## config.mk

```make
export PLATFORM = sky130hd
export DESIGN_NAME = dpsc_ctrl
export DESIGN_NICKNAME = d
export VERILOG_FILES = /design/src/hw/rtl/dla_particle_stick_check_core_macros.svh /design/src/hw/rtl/dpsc_pkg.sv /design/src/hw/rtl/dpsc_ctrl.sv
export SDC_FILE = /design/constraint.sdc
export NUM_CORES = 1
export LEC_CHECK = 0
export BUFFER_PORTS_ARGS = -buffer_cell sky130_fd_sc_hd__buf_2
export CAP_MARGIN = 20
export CELL_PAD_IN_SITES_DETAIL_PLACEMENT = 1
export CELL_PAD_IN_SITES_GLOBAL_PLACEMENT = 1
export CORE_MARGIN = 3
export CORE_UTILIZATION = 25
export CTS_CLUSTER_DIAMETER = 100
export DETAILED_ROUTE_END_ITERATION = 16
export PLACE_DENSITY_LB_ADDON = 0.1
export RECOVER_POWER = 50
export SYNTH_ARGS = -nofsm -noshare
export SYNTH_HDL_FRONTEND = slang
export SYNTH_SLANG_ARGS = --single-unit
```

## constraint.sdc

```tcl
create_clock -name clk -period 1.09 [get_ports clk]
set_clock_uncertainty 0.2 [all_clocks]
set_input_delay 0.218 -clock clk [delete_from_list [all_inputs] [get_ports clk]]
set_output_delay 0.218 -clock clk [all_outputs]
set_load 0.02 [all_outputs]
```

## src/hw/rtl/dla_particle_stick_check_core_macros.svh

```systemverilog
// assertion macros for the particle stick check core
// expects clk and rst_n in the scope of each use
`ifndef DLA_PARTICLE_STICK_CHECK_CORE_MACROS_SVH
`define DLA_PARTICLE_STICK_CHECK_CORE_MACROS_SVH

// same-cycle implication
`define DPSC_ASSERT_NOW(label, ante, cons, msg) \
    label: assert property (@(posedge clk) disable iff (!rst_n) (ante) |-> (cons)) \
        else $error(msg);

// next-cycle implication
`define DPSC_ASSERT_NEXT(label, ante, cons, msg) \
    label: assert property (@(posedge clk) disable iff (!rst_n) (ante) |=> (cons)) \
        else $error(msg);

`endif

```

## src/hw/rtl/dpsc_pkg.sv

```systemverilog
// shared types and constants for the particle stick check core
// no dependencies
`timescale 1ns / 1ps
`default_nettype none

package dpsc_pkg;

    localparam int GRID_W   = 512;
    localparam int GRID_H   = 512;
    localparam int COORD_W  = 9;
    localparam int ROW_AW   = $clog2(GRID_H);
    localparam int RAD_W    = 10;
    localparam int OUTER_W  = 11;
    localparam int CNT_W    = 19;
    localparam int RING_W   = 8;
    localparam int SQ_W     = 19;
    localparam int CFG_W    = 19;

    localparam logic [COORD_W-1:0] CENTRE_X = COORD_W'(GRID_W / 2);
    localparam logic [COORD_W-1:0] CENTRE_Y = COORD_W'(GRID_H / 2);
    localparam logic [COORD_W-1:0] X_LIMIT  = COORD_W'(GRID_W - 1);
    localparam logic [COORD_W-1:0] Y_LIMIT  = COORD_W'(GRID_H - 1);
    localparam logic [ROW_AW-1:0]  SEED_ROW = ROW_AW'(GRID_H / 2);
    localparam logic [ROW_AW-1:0]  LAST_ROW = ROW_AW'(GRID_H - 1);
    localparam logic [GRID_W-1:0]  SEED_BITS = GRID_W'(1) << (GRID_W / 2);

    localparam logic [RAD_W-1:0]  RADIUS_MAX        = RAD_W'(1023);
    localparam logic [RAD_W-1:0]  RADIUS_RESET      = RAD_W'(1);
    localparam logic [RING_W-1:0] RING_RESET        = RING_W'(7);
    localparam logic [CNT_W-1:0]  MAX_CLUSTER_RESET = CNT_W'(250000);

    typedef enum logic [1:0] {
        ST_FREE   = 2'd0,
        ST_STUCK  = 2'd1,
        ST_OOB    = 2'd2,
        ST_HALTED = 2'd3
    } status_t;

    typedef enum logic [0:0] {
        REG_RING_WIDTH  = 1'b0,
        REG_MAX_CLUSTER = 1'b1
    } cfg_index_t;

    typedef struct packed {
        logic [COORD_W-1:0] pos_x;
        logic [COORD_W-1:0] pos_y;
    } in_t;

    typedef struct packed {
        status_t            status;
        logic [RAD_W-1:0]   cluster_radius;
        logic [OUTER_W-1:0] spawn_outer;
        logic [CNT_W-1:0]   stuck_count;
    } out_t;

    typedef enum logic [3:0] {
        S_CLEAR,
        S_IDLE,
        S_CHECK,
        S_RD_UP,
        S_RD_MID,
        S_RD_DN,
        S_CAP_DN,
        S_DECIDE,
        S_WRITE,
        S_SQRT,
        S_UPDATE,
        S_DONE
    } state_t;

    typedef struct packed {
        logic clear_step;
        logic load_item;
        logic check;
        logic rd_up;
        logic rd_dn;
        logic cap_up;
        logic cap_mid;
        logic cap_dn;
        logic write_cell;
        logic sqrt_step;
        logic update_radius;
        logic load_result;
    } ctl_cmd_t;

    typedef struct packed {
        logic clear_last;
        logic reject;
        logic touch;
        logic sqrt_last;
    } dp_stat_t;

endpackage

`default_nettype wire

```

## src/hw/rtl/dpsc_ctrl.sv

```systemverilog
// sequencing state machine for the particle stick check core
// depends on dpsc_pkg
`timescale 1ns / 1ps
`default_nettype none

module dpsc_ctrl (
    input  wire logic               clk,
    input  wire logic               rst_n,
    input  wire logic               start,
    input  wire dpsc_pkg::dp_stat_t stat,
    output logic                    busy,
    output dpsc_pkg::ctl_cmd_t      cmd
);

    import dpsc_pkg::*;

    state_t state_reg;
    state_t state_next;

    always_ff @(posedge clk or negedge rst_n)
    begin
        if (!rst_n)
        begin
            state_reg <= S_CLEAR;
        end
        else
        begin
            state_reg <= state_next;
        end
    end

    always_comb
    begin
        state_next = state_reg;
        case (state_reg)
            S_CLEAR:   state_next = stat.clear_last ? S_IDLE : S_CLEAR;
            S_IDLE:    state_next = start ? S_CHECK : S_IDLE;
            S_CHECK:   state_next = stat.reject ? S_DONE : S_RD_UP;
            S_RD_UP:   state_next = S_RD_MID;
            S_RD_MID:  state_next = S_RD_DN;
            S_RD_DN:   state_next = S_CAP_DN;
            S_CAP_DN:  state_next = S_DECIDE;
            S_DECIDE:  state_next = stat.touch ? S_WRITE : S_DONE;
            S_WRITE:   state_next = S_SQRT;
            S_SQRT:    state_next = stat.sqrt_last ? S_UPDATE : S_SQRT;
            S_UPDATE:  state_next = S_DONE;
            S_DONE:    state_next = S_IDLE;
            default:   state_next = S_CLEAR;
        endcase
    end

    always_comb
    begin
        cmd  = '0;
        busy = 1'b1;
        case (state_reg)
            S_CLEAR:   cmd.clear_step = 1'b1;
            S_IDLE:
            begin
                busy          = 1'b0;
                cmd.load_item = start;
            end
            S_CHECK:   cmd.check = 1'b1;
            S_RD_UP:   cmd.rd_up = 1'b1;
            S_RD_MID:  cmd.cap_up = 1'b1;
            S_RD_DN:
            begin
                cmd.rd_dn   = 1'b1;
                cmd.cap_mid = 1'b1;
            end
            S_CAP_DN:  cmd.cap_dn = 1'b1;
            S_DECIDE:  cmd = '0;
            S_WRITE:   cmd.write_cell = 1'b1;
            S_SQRT:    cmd.sqrt_step = 1'b1;
            S_UPDATE:  cmd.update_radius = 1'b1;
            S_DONE:    cmd.load_result = 1'b1;
            default:   cmd = '0;
        endcase
    end

endmodule

`default_nettype wire

```

; Yosys cells after proc, flatten, opt, wreduce, memory -nomap -nowiden
; Cells that the tools add are included.
[word_totals]
ff_bits = 4
input_bits = 7
output_inout_bits = 13
elab_cells = 31
[op_classes]
n_eq_ne = 11
muxes = 18
n_reduce_logical = 1
[ops]
columns = operator, count
row1 = $pmux 4 s12, 1
row2 = $eq 4x3->1 const B, 4
row3 = $eq 4x4->1 const B, 4
row4 = $mux 1, 13
row5 = $eq 4x2->1 const B, 2
row6 = $mux 2, 3
row7 = $eq 4x1->1 const B, 1
row8 = $logic_not 4->1, 1
row9 = $mux 4, 1

; Depth between registers and ports, before layout
; Gate-level depths: netlist (run 1).
[logic_depth]
ltp_word = 2
mapped_depth = 5
ltp_nobuf = 4

; Worst setup path before layout (run 1)
; OpenSTA, ideal clock, no wires.
[synth_path]
path_kind = flip-flop to output port
startpoint = register state_reg[3]
endpoint = output port cmd[11] (netlist bit)
arrival_time_ns = 1.266
required_time_ns = 0.672
slack_ns = -0.594
stages_incl_launch_ff = 3
path_buffers = 1
cell_sequence = dfrtp_1 -> buf_4 -> nor4_1
[synth_rtl]
columns = element, line
row1 = start: declaration, dpsc_ctrl.sv:17  ; state_t state_reg;
row2 = start signal: assignment, dpsc_ctrl.sv:28  ; state_reg <= state_next;
row3 = end: declaration, dpsc_ctrl.sv:12  ; output dpsc_pkg::ctl_cmd_t cmd

==> results of run 1 <==
[cell usage after synthesis]
cell type  count
xnor2_1        1
and3_1         1
nand2_2        1
a32o_1         1
buf_4          3
nor2_4         1
o21ai_0        2
nor2_1         7
nor2b_2        1
dfrtp_1        4
nor4_1         1
a221oi_2       1
o21a_1         1
nor2_2         1
a21oi_1        1
inv_1          2
nor3_1         4
a22oi_1        1
buf_6          2
nand2_1        4
nand2b_1       2
inv_4          1
o21ai_2        1
o22ai_1        3
[power groups by stage]
stage                     clock network [mW]  registers (mW)  logic [mW]
final                                  0.199           0.359        2.78
after detailed placement                   0           0.311        1.74
after floorplan                            0           0.253        1.23
after global placement                     0           0.305        1.72
after global routing                   0.216           0.369        2.91
after CTS                              0.191           0.337        2.20
[through the flow]
| stage | setup WS [ps] | area [um2] | instances |
|---|---|---|---|
| 2_1_floorplan | -263 | 479 | 47 |
| 3_3_place_gp | -343 | 663 | 89 |
| 3_5_place_dp | -352 | 663 | 89 |
| 4_1_cts | -566 | 865 | 99 |
| 5_1_grt | -688 | 997 | 105 |
| 6_report | -638 | 997 | 105 |
[kinds of logic (layout without fill, tap and decap cells)]
logic type,after synthesis,in the layout
AO/OA/AOI/OAI,11,11
XOR/XNOR,1,1
AND/OR/NAND/NOR,23,23
buffers and inverters,8,51
flip-flops,4,4
[final cells by class]
type	instances	area share, %
multi-input combinational	35	39.8
inverter	3	1.88
timing repair buffer	45	43.8
sequential	4	10.4
tap	15	1.88
clock buffer	3	2.26
[metal layers]
metal  vias up  wire, um  global-route usage (%)
li1        249         -                       -
met1       278       951                    23.5
met2        31      1270                    36.0
met3        10        99                    5.28
met4         0       115                    1.81
met5         -         0                       0
[worst paths after layout]
check                                       start                endpoint  depth (start not counted)
max                        state_reg[1]$_DFF_PN0_                  cmd[2]                          5
min                                       stat[2]  state_reg[3]$_DFF_PN0_                          3
max reg2reg                state_reg[1]$_DFF_PN0_  state_reg[0]$_DFF_PN0_                          6
min reg2reg                state_reg[3]$_DFF_PN0_  state_reg[3]$_DFF_PN0_                          2
max in group asynchronous                   rst_n  state_reg[3]$_DFF_PN0_                          2
min in group asynchronous                   rst_n  state_reg[0]$_DFF_PN0_                          2
[placed cells by master (no fill, tap or decap), types with 2 or more instances in the layout]
cell type	count
buf_6	20
buf_4	15
nor2_4	6
buf_2	5
nor3_4	3
clkbuf_4	3
buf_12	3
dfrtp_2	3
nand2_8	2
nand2b_4	2
nand2_4	2
nor2_1	2
o22ai_1	2
[critical path, cell delays in order, from the launching register on]
cell     delay, ps
dfrtp_2        460
buf_6          170
inv_8           60
nand2_4         50
nor2_1         150
buf_4          180
[what timing repair did]
action | CTS | global route
resized for setup | 39 | 15
hold endpoints to repair | 4 | 0
endpoints found under the setup margin | 17 | 17
pin swaps | 7 | 6
hold buffers | 1 | 0
buffers inserted | 6 | 6
==> out/results.txt, run 1 <==
synthesized-area fraction occupied by adder cells -> 0%
Port Buf Inserts -> 19
GR Overflow Total -> 0
final WL -> 2.43 mm
Reg area -> 104 um2
worst vdd ir -> 1.68 mV
TritonCTS clock tree -> built
final setup fails -> 17
crit end category -> output port
post-synthesis mux area share -> 0%
P per Cell Area -> 3350 nW/um2
FF-to-FF setup slack -> -470 ps
RSZ-0062 raised after global routing -> yes
TNS Setup -> -8780 ps
Synth Area in XOR/XNOR -> 2.37%
max-cap viol count -> 0
CTS Buf Count -> 3
CP Data Arrival Time -> 1310 ps
final hold slack -> 111 ps
via count -> 568
Logic pwr share -> 83.3%
root buffer cell -> clkbuf_4
# IOs -> 20
Sw Ratio -> 47.2%
Die Span Y -> 44.4 um
Mean Syn Cell Area -> 7.85 um2
fin. max-slew vios -> 0
relative slew slack -> 84.5%
Seq/Total Area, Yosys -> 27.1%
LEAKAGE -> 0.432 nW
fmax -> 579 MHz
layout cells sized above 1 -> 84.4%
yosys warns -> 0
Die ar. -> 1970 um2
Post-Syn Nets -> 54
Fillers -> 125
Post-Syn Area -> 369 um2
max reg flops -> 4
Initial Util -> 27.3%
violated checks -> negative setup slack
Critical Path Fanout Max -> 3
initial antenna violation count -> 0
dpl hpwl -> 1.08 mm
vias in the first global route -> 556
Flop pwr share -> 10.7%
DR pass1 iterations -> 4
TritonCTS Sinks -> 4
Worst setup SP type -> flop
via density per instance -> 5.41
register bit total from synthesis -> 4
worst-margin pin slew -> 233 ps
clock network power share -> 6.0%
Req. time, crit path -> 670 ps
width of the die -> 44.4 um
GPL Wtd Cong -> 0.714
Residual DRC -> 0
main combinational cell family by area after synthesis -> simple AND/OR/NAND/NOR gates
Post-DRT Antenna Nets -> 0
number of diodes -> 0
FP Rows -> 13
simple-gate portion of the synthesized area -> 32.2%
largest net degree at the start of global routing -> 9
Yosys top cell by area -> dfrtp_1
Worst Hold Class -> in -> reg
leading post-synthesis cells by cell area -> dfrtp_1 (27%), nor2_1 (7.1%), buf_4 (6.1%)
Synth top area share -> 27.1%
period utilization -> 159%
Finished Core Util -> 73.9%
Worst-path clk slew -> 50 ps
number of H-tree levels -> 1
Tmin final -> 1730 ps
status -> complete, but fails checks
Tot Pwr -> 3.34 mW
final hold vios -> 0
area of the core -> 1350 um2
Synth Area in Compound Gates -> 22.4%
area of the multi-input gates -> 397 um2
worst-skew pair later-pin latency -> 240 ps
area grow syn2layout -> 170%
Setup CP Type -> reg -> out
Nets -> 99
Avg WL per Cell -> 23.2 um
GRT Util Overall -> 19.7%
post-synthesis cell count -> 47
first-pass GRT wire length -> 2.75 mm
post-synthesis cell type count -> 24
setup slack after layout -> -638 ps
1st-iter DRT viols -> 10
Psw -> 1.58 mW
Internal -> 1.76 mW
clk buf depth -> 2
Power figures use the tool's default switching activity.
==> inputs of run 2 (changes only) <==
==> constraint.sdc (replaced) <==
create_clock -name clk -period 1.09 [get_ports clk]
set_clock_uncertainty 0.2 [all_clocks]
set_input_delay 0.0545 -clock clk [delete_from_list [all_inputs] [get_ports clk]]
set_output_delay 0.0545 -clock clk [all_outputs]
set_load 0.02 [all_outputs]
==> run 2 against run 1 <==
  * The run still ends with negative setup slack left
  * Cell area fell by 11%
  * Register-to-register slack improved by 130 ps
  * Die area did not move
  * Setup slack improved by 220 ps
  * Critical path depth fell by 2
  * Combinational power fell by 22%
  * Sequential share of layout area rose by 1.2 points
  * Largest cell class unchanged
==> out/results.txt, run 2 (same netlist as run 1, synthesis figures left out) <==
status -> complete, but fails checks (unchanged)
violated checks -> negative setup slack (unchanged)
final hold vios -> 0 (unchanged)
clock network power share -> 6.6% (was 6.0%)
P per Cell Area -> 3090 nW/um2 (was 3350 nW/um2)
GPL Wtd Cong -> 0.701 (was 0.714)
Worst-path clk slew -> 40 ps (was 50 ps)
clk buf depth -> 2 (unchanged)
dpl cells -> 88 (was 89)
Reg area -> 104 um2 (unchanged)
worst-skew pair later-pin latency -> 230 ps (was 240 ps)
via count -> 505 (was 568)
via density per instance -> 5.00 (was 5.41)
Logic pwr share -> 79.2% (was 83.3%)
CP Data Arrival Time -> 1250 ps (was 1310 ps)
Worst Hold Class -> in -> reg (unchanged)
fmax -> 664 MHz (was 579 MHz)
area of the multi-input gates -> 348 um2 (was 397 um2)
crit end category -> output port (unchanged)
worst r2r src -> state_reg[1]$_DFF_PN0_ (unchanged)
Initial Util -> 27.3% (unchanged)
initial antenna violation count -> 0 (unchanged)
max-cap viol count -> 0 (unchanged)
number of diodes -> 0 (unchanged)
CP top delay family -> flip-flops (unchanged)
number of H-tree levels -> 1 (unchanged)
Setup CP Type -> reg -> out (unchanged)
Fillers -> 142 (was 125)
worst vdd ir -> 1.65 mV (was 1.68 mV)
most frequent cells in the layout -> buf_6 (17), buf_4 (11), nor2_4 (7), buf_2 (7) (was buf_6 (20), buf_4 (15), nor2_4 (6))
Avg WL per Cell -> 16.7 um (was 23.2 um)
Residual DRC -> 0 (unchanged)
final WL -> 1.69 mm (was 2.43 mm)
hold_sp -> stat[1] (was stat[2])
Nets -> 95 (was 99)
period utilization -> 138% (was 159%)
GR Overflow Total -> 0 (unchanged)
final setup fails -> 17 (unchanged)
Tmin final -> 1510 ps (was 1730 ps)
max reg flops -> 4 (unchanged)
Post-DRT Antenna Nets -> 0 (unchanged)
relative slew slack -> 82.8% (was 84.5%)
fin cells -> 101 (was 105)
Tot Pwr -> 2.75 mW (was 3.34 mW)
Req. time, crit path -> 840 ps (was 670 ps)
crit path max-delay cell type -> dfrtp_2 (unchanged)
setup slack after layout -> -417 ps (was -638 ps)
crit path from -> state_reg[3]$_DFF_PN0_ (was state_reg[1]$_DFF_PN0_)
DR pass1 iterations -> 4 (unchanged)
area of the core -> 1350 um2 (unchanged)
worst-margin pin slew -> 258 ps (was 233 ps)
Psw -> 1.28 mW (was 1.58 mW)
# IOs -> 20 (unchanged)
RSZ-0062 raised after global routing -> yes (unchanged)
root buffer cell -> clkbuf_4 (unchanged)
Die Span Y -> 44.4 um (unchanged)
GRT Util Overall -> 19.4% (was 19.7%)
Die ar. -> 1970 um2 (unchanged)
largest net degree at the start of global routing -> 10 (was 9)
TritonCTS clock tree -> built (unchanged)
CTS Buf Count -> 3 (unchanged)
first-pass GRT wire length -> 2.68 mm (was 2.75 mm)
Internal -> 1.47 mW (was 1.76 mW)
area grow syn2layout -> 141% (was 170%)
Critical Path Fanout Max -> 5 (was 3)
Port Buf Inserts -> 19 (unchanged)
sequence of cells on the critical path -> buf_6 -> nor4_4 -> buf_4 (was buf_6 -> inv_8 -> nand2_4 -> nor2_1 -> buf_4)
Buf+Inv Stages, Crit Path -> 2 (was 3)
dpl hpwl -> 923 um (was 1.08 mm)
1st-iter DRT viols -> 4 (was 10)
Flop pwr share -> 14.2% (was 10.7%)
width of the die -> 44.4 um (unchanged)
FP Rows -> 13 (unchanged)
TritonCTS Sinks -> 4 (unchanged)
Worst setup SP type -> flop (unchanged)
most common cell after layout, fill and taps aside -> buf_6 (unchanged)
fin. max-slew vios -> 0 (unchanged)
Sw Ratio -> 46.5% (was 47.2%)
slowest stage delay, CP -> 440 ps (was 460 ps)
layout cells sized above 1 -> 77.9% (was 84.4%)
vias in the first global route -> 558 (was 556)
LEAKAGE -> 0.400 nW (was 0.432 nW)
-- run 2: cell types whose count changed in the layout (fill, tap and decap cells not counted), moves of 2 or more --
| cell | change |
|---|---|
| buf_2 | +2 |
| buf_4 | -4 |
| buf_6 | -3 |
| dlygate4sd3_1 | +2 |
| nand2_8 | -2 |
-- run 2: path summary, 6_finish.rpt --
path / endpoint / cells after the start / slack [ps]
setup reg to reg: state_reg[0]$_DFF_PN0_ / 5 / -340
min in group asynchronous: state_reg[3]$_DFF_PN0_ / 3 / 520
hold reg to reg: state_reg[2]$_DFF_PN0_ / 2 / 430
setup / recovery: cmd[11] / 3 / -420
max in group asynchronous: state_reg[0]$_DFF_PN0_ / 3 / 30
hold / removal: state_reg[1]$_DFF_PN0_ / 3 / 120
-- run 2: routing by layer --
| metal | global-route usage (%) | wire length, um | up-vias |
|---|---|---|---|
| met5 | 0 | 0 | - |
| met4 | 13.9 | 40 | 0 |
| met3 | 3.25 | 62 | 4 |
| met2 | 32.6 | 945 | 15 |
| met1 | 22.1 | 642 | 246 |
| li1 | - | - | 240 |
-- run 2: per-stage QoR --
step / area, um2 / setup TNS [ps] / worst slack [ps] / util, % / hold WS (ps)
CTS: 847 / -5530 / -414 / 62.7 / 69.2
finish: 891 / -5620 / -417 / 66.0 / 119
global route: 891 / -6740 / -475 / 66.0 / 126
floorplan: 470 / -1080 / -140 / - / -441
global placement: 634 / -2690 / -250 / 47.0 / -337
detailed placement: 634 / -3120 / -284 / 47.0 / -340
-- run 2: power groups by stage --
stage          clock network, mW  registers, mW  logic [mW]
2_1_floorplan                  0          0.254        1.17
3_3_place_gp                   0          0.330        1.53
3_5_place_dp                   0          0.339        1.55
4_1_cts                    0.192          0.372        2.03
5_1_grt                    0.219          0.405        2.33
6_report                   0.182          0.390        2.18
-- run 2: final cells by class --
type / count / share of cell area [%]
repair buffers: 41 / 43.1
multi-input cells: 35 / 39.0
flip-flops and latches: 4 / 11.7
clock buffers: 3 / 2.53
well taps: 15 / 2.11
inverters: 3 / 1.54
-- run 2: worst min-delay path, delay by kind of cell --
kind	cells	cell delay [ps]
buffers and inverters	1	90
AO/OA/AOI/OAI	2	360
-- run 2: what timing repair did --
| action | CTS | global route |
|---|---|---|
| setup endpoints to repair | 17 | 17 |
| hold buffers | 3 | 0 |
| hold endpoints to repair | 5 | 0 |
| pin swaps | 5 | 2 |
| gates resized for setup | 31 | 9 |
| setup buffers | 6 | 1 |
